==> src/rtl/color_keyed_sprite_blitter_macros.svh <==
// assertion macros for the color keyed sprite blitter
// used by the rtl modules that carry concurrent checks, no other dependencies
`ifndef COLOR_KEYED_SPRITE_BLITTER_MACROS_SVH
`define COLOR_KEYED_SPRITE_BLITTER_MACROS_SVH

`ifndef NO_ASSERTIONS

// check under clock, disabled while reset is asserted
`define CKSB_ASSERT(lbl, clk, rst_n, prop, msg) \
  lbl: assert property (@(posedge clk) disable iff (!rst_n) (prop)) else $error(msg);

// check under clock, active during reset as well
`define CKSB_ASSERT_ALWAYS(lbl, clk, prop, msg) \
  lbl: assert property (@(posedge clk) (prop)) else $error(msg);

`else

`define CKSB_ASSERT(lbl, clk, rst_n, prop, msg)
`define CKSB_ASSERT_ALWAYS(lbl, clk, prop, msg)

`endif

`endif

==> src/rtl/cksb_pkg.sv <==
// types and constants for the color keyed sprite blitter
// no dependencies
`default_nettype none

package cksb_pkg;

  localparam int MAX_DIM    = 4096;
  localparam int CNT_W      = $clog2(MAX_DIM);
  localparam int DIM_W      = CNT_W + 1;
  localparam int ORG_W      = 14;
  localparam int POS_W      = ORG_W + 1;
  localparam int PCT_W      = 7;
  localparam int PCT_MAX    = 100;
  localparam int PROD_W     = $clog2(MAX_DIM * PCT_MAX + 1);
  localparam int KEY_W      = 24;
  localparam int PIX_W      = 32;
  localparam int CFG_IDX_W  = 3;
  localparam int CFG_DATA_W = 32;
  localparam int FIFO_DEPTH = 4;
  localparam int FIFO_AW    = $clog2(FIFO_DEPTH);
  localparam int FIFO_CW    = FIFO_AW + 1;

  localparam logic [CFG_IDX_W-1:0] REG_COLOR_KEY     = 3'd0;
  localparam logic [CFG_IDX_W-1:0] REG_FILL_COLOR    = 3'd1;
  localparam logic [CFG_IDX_W-1:0] REG_SCREEN_WIDTH  = 3'd2;
  localparam logic [CFG_IDX_W-1:0] REG_SCREEN_HEIGHT = 3'd3;
  localparam logic [CFG_IDX_W-1:0] REG_SPRITE_WIDTH  = 3'd4;
  localparam logic [CFG_IDX_W-1:0] REG_ORIGIN_X      = 3'd5;
  localparam logic [CFG_IDX_W-1:0] REG_ORIGIN_Y      = 3'd6;
  localparam logic [CFG_IDX_W-1:0] REG_WIDTH_PERCENT = 3'd7;

  typedef enum logic [1:0] {
    MODE_KEYED = 2'd0,
    MODE_COPY  = 2'd1,
    MODE_TINT  = 2'd2,
    MODE_FILL  = 2'd3
  } mode_t;

  typedef struct packed {
    mode_t            mode;
    logic [PIX_W-1:0] pixel;
    logic             last_pixel;
  } in_item_t;

  typedef struct packed {
    logic [CNT_W-1:0] screen_x;
    logic [CNT_W-1:0] screen_y;
    logic [PIX_W-1:0] pixel_out;
  } out_item_t;

  // clamped configuration as seen by the datapath
  typedef struct packed {
    logic [KEY_W-1:0]         key;
    logic [PIX_W-1:0]         fill;
    logic [DIM_W-1:0]         scr_w;
    logic [DIM_W-1:0]         scr_h;
    logic [DIM_W-1:0]         spr_w;
    logic signed [ORG_W-1:0]  org_x;
    logic signed [ORG_W-1:0]  org_y;
    logic [PROD_W-1:0]        vis_prod;
  } cfg_t;

  typedef struct packed {
    logic [CNT_W-1:0] x;
    logic [CNT_W-1:0] y;
    mode_t            mode;
    logic [PIX_W-1:0] pixel;
  } q_entry_t;

endpackage

`default_nettype wire

==> src/rtl/cksb_cfg.sv <==
// configuration registers with clamping and visible width product
// depends on cksb_pkg
`default_nettype none

module cksb_cfg
  import cksb_pkg::*;
(
  input  wire logic                  clk,
  input  wire logic                  rst_n,
  input  wire logic                  cfg_we,
  input  wire logic [CFG_IDX_W-1:0]  cfg_index,
  input  wire logic [CFG_DATA_W-1:0] cfg_wdata,
  output cfg_t                       cfg
);

  localparam logic [DIM_W-1:0] DIM_MAX = DIM_W'(MAX_DIM);

  logic [KEY_W-1:0]  key_r;
  logic [PIX_W-1:0]  fill_r;
  logic [DIM_W-1:0]  scr_w_r;
  logic [DIM_W-1:0]  scr_h_r;
  logic [DIM_W-1:0]  spr_w_r;
  logic [ORG_W-1:0]  org_x_r;
  logic [ORG_W-1:0]  org_y_r;
  logic [PCT_W-1:0]  pct_r;
  logic [PROD_W-1:0] vis_prod_r;

  logic [DIM_W-1:0]        spr_w_cl;
  logic [PCT_W-1:0]        pct_cl;
  logic [DIM_W+PCT_W-1:0]  prod;

  always_ff @(posedge clk) begin
    if (!rst_n) begin
      key_r   <= '0;
      fill_r  <= '0;
      scr_w_r <= DIM_W'(640);
      scr_h_r <= DIM_W'(480);
      spr_w_r <= DIM_W'(1);
      org_x_r <= '0;
      org_y_r <= '0;
      pct_r   <= PCT_W'(PCT_MAX);
    end else if (cfg_we) begin
      case (cfg_index)
        REG_COLOR_KEY:     key_r   <= cfg_wdata[KEY_W-1:0];
        REG_FILL_COLOR:    fill_r  <= cfg_wdata[PIX_W-1:0];
        REG_SCREEN_WIDTH:  scr_w_r <= cfg_wdata[DIM_W-1:0];
        REG_SCREEN_HEIGHT: scr_h_r <= cfg_wdata[DIM_W-1:0];
        REG_SPRITE_WIDTH:  spr_w_r <= cfg_wdata[DIM_W-1:0];
        REG_ORIGIN_X:      org_x_r <= cfg_wdata[ORG_W-1:0];
        REG_ORIGIN_Y:      org_y_r <= cfg_wdata[ORG_W-1:0];
        REG_WIDTH_PERCENT: pct_r   <= cfg_wdata[PCT_W-1:0];
        default: ;
      endcase
    end
  end

  always_comb begin
    if (spr_w_r == '0) begin
      spr_w_cl = DIM_W'(1);
    end else if (spr_w_r > DIM_MAX) begin
      spr_w_cl = DIM_MAX;
    end else begin
      spr_w_cl = spr_w_r;
    end
    pct_cl = (pct_r > PCT_W'(PCT_MAX)) ? PCT_W'(PCT_MAX) : pct_r;
    prod   = (DIM_W+PCT_W)'(spr_w_cl) * (DIM_W+PCT_W)'(pct_cl);
  end

  // product registered; the user must keep config stable while items flow, the block does not enforce it
  always_ff @(posedge clk) begin
    vis_prod_r <= prod[PROD_W-1:0];
  end

  always_comb begin
    cfg.key      = key_r;
    cfg.fill     = fill_r;
    cfg.scr_w    = (scr_w_r > DIM_MAX) ? DIM_MAX : scr_w_r;
    cfg.scr_h    = (scr_h_r > DIM_MAX) ? DIM_MAX : scr_h_r;
    cfg.spr_w    = spr_w_cl;
    cfg.org_x    = $signed(org_x_r);
    cfg.org_y    = $signed(org_y_r);
    cfg.vis_prod = vis_prod_r;
  end

endmodule

`default_nettype wire

==> src/rtl/cksb_fifo.sv <==
// short queue between front and back parts
// depends on cksb_pkg and the assertion macro header
`default_nettype none

`include "color_keyed_sprite_blitter_macros.svh"

module cksb_fifo
  import cksb_pkg::*;
(
  input  wire logic         clk,
  input  wire logic         rst_n,
  input  wire logic         push,
  input  wire q_entry_t     push_data,
  input  wire logic         pop,
  output q_entry_t          pop_data,
  output logic              empty,
  output logic [FIFO_CW-1:0] count
);

  q_entry_t           mem_r [FIFO_DEPTH];
  logic [FIFO_AW-1:0] wr_ptr_r;
  logic [FIFO_AW-1:0] rd_ptr_r;
  logic [FIFO_CW-1:0] count_r;
  logic [FIFO_AW-1:0] wr_ptr_nxt;
  logic [FIFO_AW-1:0] rd_ptr_nxt;
  logic [FIFO_CW-1:0] count_nxt;

  always_comb begin
    wr_ptr_nxt = push ? wr_ptr_r + FIFO_AW'(1) : wr_ptr_r;
    rd_ptr_nxt = pop ? rd_ptr_r + FIFO_AW'(1) : rd_ptr_r;
    count_nxt  = count_r;
    if (push && !pop) begin
      count_nxt = count_r + FIFO_CW'(1);
    end else if (pop && !push) begin
      count_nxt = count_r - FIFO_CW'(1);
    end
  end

  always_ff @(posedge clk) begin
    if (!rst_n) begin
      wr_ptr_r <= '0;
      rd_ptr_r <= '0;
      count_r  <= '0;
    end else begin
      wr_ptr_r <= wr_ptr_nxt;
      rd_ptr_r <= rd_ptr_nxt;
      count_r  <= count_nxt;
    end
  end

  always_ff @(posedge clk) begin
    if (push) begin
      mem_r[wr_ptr_r] <= push_data;
    end
  end

  assign pop_data = mem_r[rd_ptr_r];
  assign empty    = (count_r == '0);
  assign count    = count_r;

  `CKSB_ASSERT(a_no_overflow, clk, rst_n, push && !pop |-> count_r != FIFO_CW'(FIFO_DEPTH), "queue overflow")
  `CKSB_ASSERT(a_no_underflow, clk, rst_n, pop |-> count_r != '0, "queue underflow")

endmodule

`default_nettype wire

==> src/rtl/cksb_front.sv <==
// front part: accepts items, tracks sprite position, clips and keys
// depends on cksb_pkg and the assertion macro header
`default_nettype none

`include "color_keyed_sprite_blitter_macros.svh"

module cksb_front
  import cksb_pkg::*;
(
  input  wire logic          clk,
  input  wire logic          rst_n,
  input  wire cfg_t          cfg,
  input  wire logic          in_valid,
  output logic               in_stall,
  input  wire in_item_t      in_data,
  input  wire logic [FIFO_CW-1:0] q_count,
  output logic               q_push,
  output q_entry_t           q_data
);

  logic             in_accept;
  logic [CNT_W-1:0] col_r;
  logic [CNT_W-1:0] row_r;
  logic [CNT_W-1:0] col_nxt;
  logic [CNT_W-1:0] row_nxt;
  logic [DIM_W-1:0] col_inc;

  logic             s1_valid_r;
  mode_t            s1_mode_r;
  logic [PIX_W-1:0] s1_pix_r;
  logic [CNT_W-1:0] s1_col_r;
  logic [CNT_W-1:0] s1_row_r;

  logic signed [POS_W-1:0] x_pos;
  logic signed [POS_W-1:0] y_pos;
  logic [DIM_W-1:0]        col_p1;
  logic [PROD_W-1:0]       col_x100;
  logic                    x_ok;
  logic                    y_ok;
  logic                    vis_ok;
  logic                    keyed_out;

  // room is reserved for the item held in the stage register
  assign in_stall  = (q_count + FIFO_CW'(s1_valid_r)) >= FIFO_CW'(FIFO_DEPTH);
  assign in_accept = in_valid && !in_stall;

  always_comb begin
    col_inc = {1'b0, col_r} + DIM_W'(1);
    col_nxt = col_r;
    row_nxt = row_r;
    if (in_accept) begin
      if (in_data.last_pixel) begin
        col_nxt = '0;
        row_nxt = '0;
      end else if (col_inc >= cfg.spr_w) begin
        col_nxt = '0;
        row_nxt = row_r + CNT_W'(1);
      end else begin
        col_nxt = col_inc[CNT_W-1:0];
      end
    end
  end

  always_ff @(posedge clk) begin
    if (!rst_n) begin
      col_r      <= '0;
      row_r      <= '0;
      s1_valid_r <= 1'b0;
    end else begin
      col_r      <= col_nxt;
      row_r      <= row_nxt;
      s1_valid_r <= in_accept;
    end
  end

  always_ff @(posedge clk) begin
    if (in_accept) begin
      s1_mode_r <= in_data.mode;
      s1_pix_r  <= in_data.pixel;
      s1_col_r  <= col_r;
      s1_row_r  <= row_r;
    end
  end

  // classification of the held item
  always_comb begin
    x_pos    = POS_W'($signed(cfg.org_x)) + $signed({{(POS_W-CNT_W){1'b0}}, s1_col_r});
    y_pos    = POS_W'($signed(cfg.org_y)) + $signed({{(POS_W-CNT_W){1'b0}}, s1_row_r});
    x_ok     = !x_pos[POS_W-1] &&
               ({1'b0, x_pos[POS_W-2:0]} < POS_W'(cfg.scr_w));
    y_ok     = !y_pos[POS_W-1] &&
               ({1'b0, y_pos[POS_W-2:0]} < POS_W'(cfg.scr_h));
    col_p1   = {1'b0, s1_col_r} + DIM_W'(1);
    // col < floor(w * pct / 100) is the same as (col + 1) * 100 <= w * pct
    col_x100 = (PROD_W'(col_p1) << 6) + (PROD_W'(col_p1) << 5) + (PROD_W'(col_p1) << 2);
    if (s1_mode_r == MODE_KEYED || s1_mode_r == MODE_COPY) begin
      vis_ok = col_x100 <= cfg.vis_prod;
    end else begin
      vis_ok = {1'b0, s1_col_r} < cfg.spr_w;
    end
    keyed_out = (s1_mode_r != MODE_COPY) && (s1_pix_r[KEY_W-1:0] == cfg.key);
  end

  assign q_push       = s1_valid_r && x_ok && y_ok && vis_ok && !keyed_out;
  assign q_data.x     = x_pos[CNT_W-1:0];
  assign q_data.y     = y_pos[CNT_W-1:0];
  assign q_data.mode  = s1_mode_r;
  assign q_data.pixel = s1_pix_r;

  `CKSB_ASSERT(a_last_clears, clk, rst_n, in_accept && in_data.last_pixel |=> col_r == '0 && row_r == '0, "counters not cleared after last item")
  `CKSB_ASSERT(a_col_in_sprite, clk, rst_n, in_accept && !in_data.last_pixel && col_inc < cfg.spr_w |=> col_r == $past(col_inc[CNT_W-1:0]), "column did not step")

endmodule

`default_nettype wire

==> src/rtl/cksb_back.sv <==
// back part: forms the written pixel and holds the output register
// depends on cksb_pkg
`default_nettype none

module cksb_back
  import cksb_pkg::*;
(
  input  wire logic      clk,
  input  wire logic      rst_n,
  input  wire cfg_t      cfg,
  input  wire logic      q_empty,
  input  wire q_entry_t  q_data,
  output logic           q_pop,
  output logic           out_valid,
  input  wire logic      out_stall,
  output out_item_t      out_data
);

  logic             out_valid_r;
  logic             out_valid_nxt;
  out_item_t        out_data_r;
  logic [PIX_W-1:0] pix_val;

  assign q_pop = !q_empty && (!out_valid_r || !out_stall);

  always_comb begin
    case (q_data.mode)
      MODE_TINT: pix_val = {8'h00, q_data.pixel[23:16], 1'b0, q_data.pixel[15:9],
                            1'b0, q_data.pixel[7:1]};
      MODE_FILL: pix_val = cfg.fill;
      default:   pix_val = q_data.pixel;
    endcase
  end

  always_comb begin
    out_valid_nxt = out_valid_r;
    if (q_pop) begin
      out_valid_nxt = 1'b1;
    end else if (!out_stall) begin
      out_valid_nxt = 1'b0;
    end
  end

  always_ff @(posedge clk) begin
    if (!rst_n) begin
      out_valid_r <= 1'b0;
    end else begin
      out_valid_r <= out_valid_nxt;
    end
  end

  always_ff @(posedge clk) begin
    if (q_pop) begin
      out_data_r.screen_x  <= q_data.x;
      out_data_r.screen_y  <= q_data.y;
      out_data_r.pixel_out <= pix_val;
    end
  end

  assign out_valid = out_valid_r;
  assign out_data  = out_data_r;

endmodule

`default_nettype wire

==> src/rtl/color_keyed_sprite_blitter.sv <==
// path: a written item passes the front stage register, the queue and the output register
// throughput: one item per cycle; the front stage and 4-entry queue keep input moving
// while the output register is stalled, until the queue fills
// reset: synchronous active low; clears position counters, queue and valids,
// and loads the configuration reset values
`default_nettype none

module color_keyed_sprite_blitter
  import cksb_pkg::*;
(
  input  wire logic                  clk,
  input  wire logic                  rst_n,
  input  wire logic                  cfg_we,
  input  wire logic [CFG_IDX_W-1:0]  cfg_index,
  input  wire logic [CFG_DATA_W-1:0] cfg_wdata,
  input  wire logic                  in_valid,
  output logic                       in_stall,
  input  wire in_item_t              in_data,
  output logic                       out_valid,
  input  wire logic                  out_stall,
  output out_item_t                  out_data
);

  cfg_t               cfg;
  logic               q_push;
  q_entry_t           q_wdata;
  logic               q_pop;
  q_entry_t           q_rdata;
  logic               q_empty;
  logic [FIFO_CW-1:0] q_count;

  cksb_cfg u_cfg (
    .clk       (clk),
    .rst_n     (rst_n),
    .cfg_we    (cfg_we),
    .cfg_index (cfg_index),
    .cfg_wdata (cfg_wdata),
    .cfg       (cfg)
  );

  cksb_front u_front (
    .clk      (clk),
    .rst_n    (rst_n),
    .cfg      (cfg),
    .in_valid (in_valid),
    .in_stall (in_stall),
    .in_data  (in_data),
    .q_count  (q_count),
    .q_push   (q_push),
    .q_data   (q_wdata)
  );

  cksb_fifo u_fifo (
    .clk       (clk),
    .rst_n     (rst_n),
    .push      (q_push),
    .push_data (q_wdata),
    .pop       (q_pop),
    .pop_data  (q_rdata),
    .empty     (q_empty),
    .count     (q_count)
  );

  cksb_back u_back (
    .clk       (clk),
    .rst_n     (rst_n),
    .cfg       (cfg),
    .q_empty   (q_empty),
    .q_data    (q_rdata),
    .q_pop     (q_pop),
    .out_valid (out_valid),
    .out_stall (out_stall),
    .out_data  (out_data)
  );

endmodule

`default_nettype wire

==> config.mk <==
export PLATFORM = sky130hd
export DESIGN_NAME = color_keyed_sprite_blitter
export DESIGN_NICKNAME = d
export VERILOG_FILES = /design/src/rtl/cksb_pkg.sv /design/src/rtl/cksb_cfg.sv /design/src/rtl/cksb_fifo.sv /design/src/rtl/cksb_front.sv /design/src/rtl/cksb_back.sv /design/src/rtl/color_keyed_sprite_blitter.sv
export VERILOG_INCLUDE_DIRS = /design/src /design/src/rtl
export SDC_FILE = /design/constraint.sdc
export NUM_CORES = 1
export LEC_CHECK = 0
export ABC_AREA = 1
export ABC_CLOCK_PERIOD_IN_PS = 8200
export BUFFER_PORTS_ARGS = -buffer_cell sky130_fd_sc_hd__buf_2
export CORE_AREA = 2 2 328 330
export CTS_CLUSTER_SIZE = 14
export DETAILED_ROUTE_END_ITERATION = 7
export DIE_AREA = 0 0 330 332
export GPL_TIMING_DRIVEN = 0
export PLACE_DENSITY = 0.36
export SLEW_MARGIN = 20
export SYNTH_ARGS = -nofsm -noshare
export SYNTH_HDL_FRONTEND = slang
export SYNTH_SLANG_ARGS = --single-unit
==> constraint.sdc <==
create_clock -name clk -period 8.2 [get_ports clk]
set_input_delay 0.82 -clock clk [delete_from_list [all_inputs] [get_ports clk]]
set_output_delay 0.82 -clock clk [all_outputs]
set_load 0.02 [all_outputs]
## Yosys cells after proc, flatten, opt, wreduce, memory -nomap -nowiden

Memories as Yosys holds them, arrays and structs flattened. A register that Yosys moved wholly into a read port is not among the register bits.
Index checks and enable logic that the tools add are counted.
W data, S select, Z words.

| storage, ports and cells | value |
|---|---|
| bits of input ports | 75 |
| logic and storage cells | 116 |
| register bits | 296 |
| memories | 1 |
| RAM bits | 232 |
| latch bits | 0 |
| bits in read-only memories | 0 |

| operators by class | value |
|---|---|
| reduce and logical (&&, ||, !) cells | 37 |
| equality and inequality tests | 13 |
| mux-type cells | 19 |
| bitwise operators | 0 |
| shifts and indexed selects | 0 |
| $lt $le $gt $ge | 10 |
| divide/modulo/power cells | 0 |
| add/subtract/negate cells | 12 |
| multiply operators | 1 |

Memories:

| memory | depth | bits a word | rd ports | clocked after Yosys merged registers in | write ports | line | source |
|---|---|---|---|---|---|---|---|
| u_fifo.mem_r | 4 | 58 | 1 | 1 | 1 | cksb_fifo.sv:20 | `q_entry_t mem_r [FIFO_DEPTH];` |

Operator list:

| operator | number |
|---|---|
| $pmux W32 S2 | 1 |
| $mux W13 | 4 |
| $mux W12 | 4 |
| $gt A13 B13 Y1 const B | 3 |
| $add A14 B13 Y15 | 2 |
| $lt A14 B13 Y1 | 2 |
| $add A12 B1 Y13 const B | 2 |
| $eq A24 B24 Y1 | 1 |
| $add A19 B15 Y19 | 1 |
| $add A19 B18 Y19 | 1 |
| $le A19 B19 Y1 | 1 |
| $mul A13 B7 Y19 | 1 |
| $reduce_and A2 Y1 | 9 |
| $ge A13 B13 Y1 | 1 |
| $logic_not A13 Y1 | 1 |
| $lt A12 B13 Y1 | 1 |
| $add A12 B1 Y12 const B | 1 |
| $eq A3 B3 Y1 const B | 4 |
| $logic_and A1 B1 Y1 | 11 |
| $logic_not A1 Y1 | 9 |
| $gt A7 B7 Y1 const B | 1 |
| $mux W7 | 1 |
| $eq A3 B2 Y1 const B | 2 |
| $logic_not A3 Y1 | 2 |
| other kinds (15) | 26 |

## Longest topological paths before layout

Gate-level depths: netlist of the first run.

| logic depth | value |
|---|---|
| word-level depth | 12 |
| depth in mapped cells | 37 |
| depth with buffers taken out | 37 |

## By module

From an unflattened synthesis of the first run, not the netlist that was laid out.

| second synthesis, totals | value |
|---|---|
| cell total of the unflattened synthesis | 2899 |
| area, all modules | 27233.6 sq um |

Modules (own cells, without submodules):

| module | area an instance (sq um) | instances | seq. area each (sq um) | cells each |
|---|---|---|---|---|
| cksb_fifo | 9093.7 | 1 | 7146.9 | 618 |
| cksb_cfg | 8293.0 | 1 | 2982.9 | 1130 |
| cksb_front | 7538.5 | 1 | 2242.2 | 966 |
| cksb_back | 2308.5 | 1 | 1701.6 | 185 |

## Worst setup path before layout of the first run

Ideal clock, no wire load.

| timing | value |
|---|---|
| path type | register to register |
| from | reg u_front.s1_col_r[3] |
| to | mem u_fifo.mem_r[0][0] (netlist name), enable pin |
| library setup time | 0.474 ns |
| required time | 7.726 ns |
| arrival time | 6.741 ns |
| path slack | 0.985 ns |
| cell stages (with the launch flop) | 27 |
| path buffers | 0 |
| clock period less this slack | 7.215 ns |
| path through | edfxtp_1 > inv_1 > nor4_4 > xor2_1 > inv_1 > fa_1 > fa_1 > nand3b_1 > and2_1 > inv_1 > a21oi_1 > o21ai_0 > a21oi_1 > nor2_1 > nor2_1 > xnor2_1 > ha_1 > nand2_1 > nor2_1 > nand4_1 > inv_1 > a41oi_1 > nand2_1 > nand3_1 > nor2_4 > nand2_2 > nor2_1 |

| on the way | value |
|---|---|
| word-level cells in the longest chain between the ends | 9 |
| elaborated cells on any way between the ends | 16 |

RTL lines:

| what | line | source |
|---|---|---|
| from (decl) | cksb_front.sv:31 | `logic [CNT_W-1:0] s1_col_r;` |
| from (signal assigned) | cksb_front.sv:80 | `s1_col_r <= col_r;` |
| $add A12 B1 Y13 or $add A14 B13 Y15 (tied branches) | cksb_front.sv:93, cksb_front.sv:87 |  |
| $add A19 B18 Y19 (tied with other cells) | cksb_front.sv:95 | `col_x100 = (PROD_W'(col_p1) << 6) + (PROD_W'(col_p1) << 5) + (PROD_W'(col_p1) << 2);` |
| $add A19 B15 Y19 or $logic_and A1 B1 Y1 (tied branches) | cksb_front.sv:95, cksb_front.sv:89 |  |
| $le A19 B19 Y1 or $logic_and A1 B1 Y1 (tied branches) | cksb_front.sv:97, cksb_front.sv:104 |  |
| $mux W1 or $logic_and A1 B1 Y1 (tied branches) | cksb_front.sv:96, cksb_front.sv:104 |  |
| $logic_and A1 B1 Y1 * (2 in series) | cksb_front.sv:104 | `assign q_push = s1_valid_r && x_ok && y_ok && vis_ok && !keyed_out;` |
| $mux W1 * | cksb_fifo.sv:52 | `if (push) begin` |
| $mux W1 (not written as such) * | cksb_fifo.sv:53 | `mem_r[wr_ptr_r] <= push_data;` |
| to (decl) | cksb_fifo.sv:20 |  |

Every way passes the cells marked *; elsewhere a longest branch is shown, timed or not.

## Worst setup path in the final report of the first run

| timing | value |
|---|---|
| from | reg u_front.s1_col_r[0] |
| to | reg u_fifo.count_r[2], in the netlist u_fifo.count[2] |

| on the way | value |
|---|---|
| word-level cells in the longest chain between the ends | 10 |
| elaborated cells on any way between the ends | 19 |

RTL lines:

| what | line | source |
|---|---|---|
| $add A12 B1 Y13 or $add A14 B13 Y15 (tied branches) | cksb_front.sv:93, cksb_front.sv:87 |  |
| $add A19 B18 Y19 (tied with other cells) | cksb_front.sv:95 |  |
| $add A19 B15 Y19 or $logic_and A1 B1 Y1 (tied branches) | cksb_front.sv:95, cksb_front.sv:89 |  |
| $le A19 B19 Y1 or $logic_and A1 B1 Y1 (tied branches) | cksb_front.sv:97, cksb_front.sv:104 |  |
| $mux W1 or $logic_and A1 B1 Y1 (tied branches) | cksb_front.sv:96, cksb_front.sv:104 |  |
| $logic_and A1 B1 Y1 * (2 in series) | cksb_front.sv:104 |  |
| net q_push | color_keyed_sprite_blitter.sv:25 | `logic q_push;` |
| $logic_not A1 Y1 | cksb_fifo.sv:34 | `end else if (pop && !push) begin` |
| $logic_and A1 B1 Y1 | cksb_fifo.sv:34 |  |
| $reduce_bool A2 Y1 (no line) | n/a |  |
| to (signal assigned) | cksb_fifo.sv:47 | `count_r <= count_nxt;` |
| to (decl) | cksb_fifo.sv:23 | `logic [FIFO_CW-1:0] count_r;` |

Mark *: on every way through the listed nets, which the timed path passes. The rest lies on a longest branch.
A chain may end at the register's enable or synchronous reset.

==> results.sh, run 1 <==
export IMPL_status="finished with violations"
export IMPL_violations="design-rule violations"
export IMPL_insertedDiodeCount=0
export IMPL_crit_required_ns=8.72
export IMPL_worstPathArrival_ns=7.10
export IMPL_synth_async_reset_ratio_pct=0
export IMPL_cts_repair_resized=0
export IMPL_finalMaxSlewViolations=0
export IMPL_yosysWarningCount=0
export IMPL_syn_area_per_cell_sq_um=9.628
export IMPL_pwr_share_clk_pct=29.3
export IMPL_synth_main_ff_cell="edfxtp_1"
export IMPL_critPathMaxStageDelay_ns=0.61
export IMPL_use_met3_pct=1.780
export IMPL_h_tree_depth=2
export IMPL_worstMarginPinSlew_ns=1.026
export IMPL_grt_pass1_vias=19702
export IMPL_syn_area_sq_um=26300
export IMPL_boundaryPins=133
export IMPL_route_detailed_drc=15
export IMPL_period_needed_ns=6.586
export IMPL_ir_drop_v=0.0001492
export IMPL_crit_slowest_cell="edfxtp_1"
export IMPL_comb_power_share_pct=33.9
export IMPL_leakage_nw=12.81
export IMPL_finalHoldViolCount=0
export IMPL_place_congestion=0.8035
export IMPL_seq_area_frac_synth_pct=53.50
export IMPL_pre_cts_ws_ns=1.537
export IMPL_drive_gt1_share_pct=9.039
export IMPL_die_x_um=330
export IMPL_fmax_ghz=0.1518
export IMPL_clkSlewWorstSetupHoldPaths_ns=0.06
export IMPL_p_int_mw=5.995
export IMPL_timing_final_ws_setup_ns=1.614
export IMPL_track_usage_pct=15.45
export IMPL_row_count=120
export IMPL_dp_hpwl_mm=62.86
export IMPL_fin_skew_ns=0.04686
export IMPL_min_period_over_period_pct=80.31
export IMPL_synth_distinct_cells=54
export IMPL_drv_cap=0
export IMPL_synth_edf_count=346
export IMPL_grt_pass1_wl_mm=126.9
export IMPL_grt_util_met1_pct=21.03
export IMPL_synth_seq_cells=530
export IMPL_post_cts_setup_buffers=0
export IMPL_synth_nets=3019
export IMPL_cts_sinks=530
export IMPL_layout_nets=3222
export IMPL_end_kind="flip-flop"
export IMPL_postCtsHoldBufs=0
export IMPL_power_total_mw=9.554
export IMPL_setup_viol=0
export IMPL_fp_dieH_um=332
export IMPL_vias=19504
export IMPL_rsz0062_at_grt="no"
export IMPL_crit_type="flip-flop to flip-flop"
export IMPL_cts_buffer_depth=3
export IMPL_drt_pre_antenna_iters=8
export IMPL_cts_inserted_buffers=61
export IMPL_antenna_left=0
export IMPL_start_util_pct=24.74
export IMPL_wl_mm=85.60
export IMPL_power_density_nw_per_um2=307.1
export IMPL_dp_cells=4275
export IMPL_max_slew_margin_pct=31.58
export IMPL_hold_class="primary input to flip-flop"
export IMPL_path_common_cell="ha_1"
export IMPL_root_buffer="clkbuf_16"
export IMPL_drt_iter0_markers=1091
export IMPL_dieArea_sq_um=109600
export IMPL_critPathMaxFanout=7
export IMPL_critPathLaunchType="flip-flop"
export IMPL_routedWlPerCell_um=19.50
export IMPL_stdcell_count=4390
export IMPL_grt_overflow=0
export IMPL_p_sw_mw=3.559
export IMPL_port_buffers=124
export IMPL_syn_inst=2732
export IMPL_switching_share_pct=37.26
export IMPL_coreArea_sq_um=106300
export IMPL_routed_via_density=4.443
export IMPL_grt_busiest_layer="met2"
export IMPL_grt_max_degree=47
export IMPL_clkLatencyLatePin_ns=0.67
export IMPL_grt_use_met2_pct=26.03
export IMPL_seqPwrFrac_pct=36.8
export IMPL_cts_tree="built"
export IMPL_antenna_found_initial=3
export IMPL_area_delta_synth_final_pct=18.27
## synth_stat cells (58+ instances only)
cell type,number,area [sq um]
nor2_1,443,1663
nand2_1,403,1513
edfxtp_1,346,10390
inv_1,297,1115
o21ai_0,281,1406
dfxtp_1,184,3684
ha_1,154,1927
a21oi_1,135,675.7
clkbuf_1,77,289.0
nand3_1,70,350.3
xor2_1,63,551.8
fa_1,58,1161
## layout by cell type (no fill, tap or decap), types with 6 or more instances in the layout
cell,instances
o21ai_0,281
xnor2_1,27
xor2_1,63
nor3_1,13
nand2_1,403
bufinv_16,7
inv_1,296
fa_1,58
edfxtp_1,346
a21oi_1,135
ha_1,154
o22ai_1,39
a32o_1,8
nand4_1,12
nand3_1,70
a21o_1,11
o221ai_1,9
clkinv_1,10
nor2_4,6
dfxtp_1,184
buf_2,138
buf_12,10
clkinv_2,7
clkbuf_1,100
clkbuf_16,61
o21bai_1,7
nor2_1,439
## power by group through the flow
stage	Combinational, mW	Sequential [mW]	Clock, mW
floorplan	1.90	3.71	0
global placement	3.21	3.60	0
detailed placement	3.31	3.58	0
CTS	3.33	3.53	2.89
global route	3.67	3.55	2.98
finish	3.24	3.52	2.80
## layout make-up
class / count / area [sq um]
Buffer: 100 / 400.4
Clock buffer: 88 / 1668
Clock inverter: 27 / 367.9
Fill cell: 11206 / 75190
Inverter: 302 / 1139
Multi-Input combinational cell: 1800 / 10730
Sequential cell: 530 / 14070
Tap cell: 1403 / 1755
Timing Repair Buffer: 140 / 973.4
## logic make-up (layout without fill, tap and decap cells)
family,after synthesis,count (layout),share of synthesized area [%]
AOI/OAI and AO/OA,524,524,10.96
xor gates and xnor gates,92,92,3.120
adders and majority gates,212,212,11.74
buffers and inverters,402,657,5.832
DFF,530,530,53.50
and+or+nand+nor,972,972,14.85
## flip-flops by register name (all words and copies together), names as in the netlist, named ones only
signal	flops
u_front.s1_valid_r	1
u_front.s1_pix_r	32
u_front.s1_mode_r	2
u_fifo.rd_ptr_r	2
u_front.s1_col_r	12
u_front.row_r	12
u_cfg.scr_w_r	13
u_fifo.wr_ptr_r	2
u_cfg.org_y_r	14
u_cfg.key_r	24
u_cfg.scr_h_r	13
u_front.s1_row_r	12
u_fifo.count	3
u_back.out_data	56
u_cfg.fill_r	32
u_fifo.mem_r	232
u_cfg.spr_w_r	13
u_back.out_valid	1
u_cfg.vis_prod_r	19
u_cfg.pct_r	7
u_front.col_r	12
u_cfg.org_x_r	14
## critical path, delay by kind of cell, from the launching register on
family	cells	cell delay, ns
and+or+nand+nor	16	2.17
AOI/OAI and AO/OA	8	1.09
buffers and inverters	3	0.30
DFF	1	0.61
xor gates and xnor gates	2	0.52
adders and majority gates	6	1.73
## through the flow
step	setup TNS, ns	instance area (sq um)	util [%]	hold WS (ns)
after floorplan	0	26300	-	0.4298
after global placement	-699.45	28680	26.98	0.4530
after detailed placement	0	29070	27.35	0.4537
after CTS	0	31110	29.26	0.2712
after global routing	0	31110	29.26	0.2931
final	0	31110	29.26	0.3213
## layer usage
layer  up-vias  wire, um
li1       9580         -
met1      9458     39960
met2       356     40670
met3       110      3056
met4         0      1917
met5         -         0
## path summary, 6_finish.rpt
check	startpoint	endpoint	slack, ns	cells past startpoint
min	in_data[23]	u_front.s1_pix_r[22]$_DFFE_PP_	0.32	1
max reg2reg	u_front.s1_col_r[0]$_DFFE_PP_	u_fifo.count[2]$_SDFFE_PN0P_	1.61	35
min reg2reg	u_front.col_r[6]$_SDFFE_PN0P_	u_front.s1_col_r[6]$_DFFE_PP_	0.45	0
max	u_front.s1_col_r[0]$_DFFE_PP_	u_fifo.count[2]$_SDFFE_PN0P_	1.61	35
Note: power is estimated with default switching activity, not from simulation.
==> run 2, diff against run 1 <==
Settings changed: ABC_AREA 1 to 0, ABC_CLOCK_PERIOD_IN_PS 8200 to 5300, CORE_AREA 2 2 328 330 to 2 2 326 328, DIE_AREA 0 0 330 332 to 0 0 328 330, PLACE_DENSITY 0.36 to 0.38.
Clock period 8.2 ns to 5.3 ns, I/O delays scaled along.
==> results.sh, run 2 <==
export IMPL_grt_pass1_wl_mm=118.0
export IMPL_setup_viol=237
export IMPL_timing_final_ws_setup_ns=-0.7024
export IMPL_synth_top_area_share_pct=39.87
export IMPL_drt_pre_antenna_iters=5
export IMPL_cts_inserted_buffers=59
export IMPL_route_detailed_drc=0
export IMPL_routed_via_density=4.497
export IMPL_power_density_nw_per_um2=400.5
export IMPL_crit_slowest_cell="edfxtp_1"
export IMPL_fmax_ghz=0.1666
export IMPL_final_cell_mix="449 x nand2_1, 346 x edfxtp_1, 179 x dfxtp_1"
export IMPL_top_register="u_fifo.mem_r"
export IMPL_power_total_mw=13.10
export IMPL_status="finished with violations"
export IMPL_postLayoutCellArea_sq_um=32720
export IMPL_fp_dieH_um=330
export IMPL_ys_top_cells_by_count="454 x nand2_1, 346 x edfxtp_1, 184 x dfxtp_1, 154 x ha_1, 127 x inv_1"
export IMPL_drive_gt1_share_pct=19.72
export IMPL_multiInputGateArea_sq_um=11750
export IMPL_row_count=119
export IMPL_max_slew_margin_pct=35.90
export IMPL_syn_area_sq_um=26060
export IMPL_boundaryPins=133
export IMPL_place_congestion=0.7920
export IMPL_cts_tree="built"
export IMPL_synth_area_leaders="edfxtp_1 40%, dfxtp_1 14%, ha_1 7.4%"
export IMPL_worstMarginPinSlew_ns=0.9527
export IMPL_crit_required_ns=5.64
export IMPL_fin_skew_ns=0.04375
export IMPL_grt_overflow=0
export IMPL_synth_nets=2509
export IMPL_antenna_found_initial=16
export IMPL_syn_inst=2222
export IMPL_coreArea_sq_um=104700
export IMPL_ir_drop_v=0.0003300
export IMPL_synth_distinct_cells=66
export IMPL_synth_async_reset_ratio_pct=0
export IMPL_seq_area_frac_synth_pct=54.00
export IMPL_period_needed_ns=6.002
export IMPL_leakage_nw=12.32
export IMPL_grt_max_degree=39
export IMPL_die_x_um=328
export IMPL_yosysMostFrequentCell="nand2_1"
export IMPL_end_kind="flip-flop"
export IMPL_routedWlPerCell_um=20.65
export IMPL_synth_edf_count=346
export IMPL_start_util_pct=24.90
export IMPL_min_period_over_period_pct=113.3
export IMPL_violations="negative setup slack"
export IMPL_root_buffer="clkbuf_16"
export IMPL_largest_reg_flops=232
export IMPL_synth_main_ff_cell="edfxtp_1"
export IMPL_synth_seq_cells=530
export IMPL_yosys_area_top_type="edfxtp_1"
export IMPL_syn_area_per_cell_sq_um=11.73
export IMPL_cts_buffer_depth=3
export IMPL_finalMaxSlewViolations=0
export IMPL_dieArea_sq_um=108200
export IMPL_drt_iter0_markers=1351
export IMPL_critPathLaunchType="flip-flop"
export IMPL_dp_hpwl_mm=55.45
export IMPL_wl_mm=82.00
export IMPL_seq_area_sq_um=14080
export IMPL_port_buffers=122
export IMPL_worstPathArrival_ns=6.34
export IMPL_clkLatencyLatePin_ns=0.65
export IMPL_rsz0062_at_grt="yes"
export IMPL_h_tree_depth=2
export IMPL_cts_sinks=530
export IMPL_area_delta_synth_final_pct=25.55
export IMPL_antenna_left=0
export IMPL_layout_nets=2814
export IMPL_finalHoldViolCount=0
export IMPL_layout_commonest_cell="nand2_1"
export IMPL_hold_class="primary input to flip-flop"
export IMPL_yosysWarningCount=0
export IMPL_track_usage_pct=14.82
export IMPL_grt_pass1_vias=18092
export IMPL_drv_cap=0
export IMPL_critPathMaxFanout=9
export IMPL_vias=17856
export IMPL_dpl_cell_area_sq_um=28830
export IMPL_crit_type="flip-flop to flip-flop"
export IMPL_n_fill_cell=10609
export IMPL_critPathMaxStageDelay_ns=0.53
export IMPL_postCtsHoldBufs=0
export IMPL_clkSlewWorstSetupHoldPaths_ns=0.06
[run 2: cell count changes after synthesis, sizes merged, moves of 34 or more]
cell    previous run  this run
a21boi             1       125
xnor2             29        63
nor2             448        65
o21ai            286        50
a21oi            135        67
inv              300       130
nand2            408       454
mux4               0        57
o22ai             39         4
[run 2: cells by family after synthesis]
kind of cell	after synthesis	synth area share, %
compound gates	339	8.757
xor+xnor	121	4.138
fa+ha+maj	212	11.85
buf+inv	220	3.260
flops	530	54.00
mux	79	5.776
simple gates	721	12.22
[run 2: worst paths after layout]
kind	from	end	slack, ns	cells past startpoint
worst min-delay path	in_data[26]	u_front.s1_pix_r[25]$_DFFE_PP_	0.06	1
worst max register to register	u_front.s1_col_r[1]$_DFFE_PP_	u_fifo.mem_r[0][53]$_DFFE_PP_	-0.70	30
worst min register to register	u_cfg.scr_h_r[0]$_SDFFE_PN0P_	u_cfg.scr_h_r[0]$_SDFFE_PN0P_	0.45	2
worst max-delay path	u_front.s1_col_r[1]$_DFFE_PP_	u_fifo.mem_r[0][53]$_DFFE_PP_	-0.70	30
[run 2: per-layer routing]
layer  up-vias  part of all wire, %  GRT usage, %
li1       8452                    -             -
met1      8926                   46         20.00
met2       351                   46         24.12
met3       109                  5.1         3.087
met4        18                  2.2         3.969
met5         -                 0.15             0
[run 2: critical path, delay by kind of cell, from the launching register on]
family,cells,cell delay [ns]
buffers and inverters,9,1.10
XOR/XNOR,3,0.50
AO/OA/AOI/OAI,4,0.52
flip-flops,1,0.53
adder cells (fa/ha/maj),4,1.03
AND/OR/NAND/NOR,10,1.97
[run 2: through the flow]
stage / utilization (%) / instances / hold slack (ns) / setup WS, ns / setup TNS (ns)
after detailed placement: 27.55 / 3743 / 0.4455 / -1.743 / -358.65
after global placement: 27.32 / 3735 / 0.4422 / -2.506 / -641.53
after global routing: 31.25 / 3968 / 0.01391 / -1.027 / -193.58
final: 31.26 / 3971 / 0.05745 / -0.7024 / -128.89
after floorplan: - / 2222 / 0.4172 / -0.3305 / -75.96
after CTS: 30.55 / 3920 / 0.01380 / -0.7907 / -145.90
[run 2: repair_timing]
action | 4_1_cts | 5_1_grt
endpoints found under the setup margin | 245 | 248
buffers inserted | 48 | 49
cloned | 19 | 15
gates resized for setup | 57 | 120
pin swaps | 23 | 35
[run 2: final cells by class]
| class | instances | area share [%] |
|---|---|---|
| timing repair buffer | 238 | 6.944 |
| multi-input combinational | 1480 | 35.90 |
| clock buffer | 80 | 4.967 |
| tap | 1391 | 5.319 |
| antenna | 4 | 0.03059 |
| sequential | 530 | 43.03 |
| clock inverter | 30 | 1.032 |
| buffer | 88 | 1.281 |
| inverter | 130 | 1.499 |
[run 2: power breakdown]
part	leakage [nW]	internal (mW)	switching (mW)
clock	0.966	2.44	1.72
sequential	4.70	4.99	0.209
combinational	6.65	1.53	2.21
total	12.3	8.96	4.14
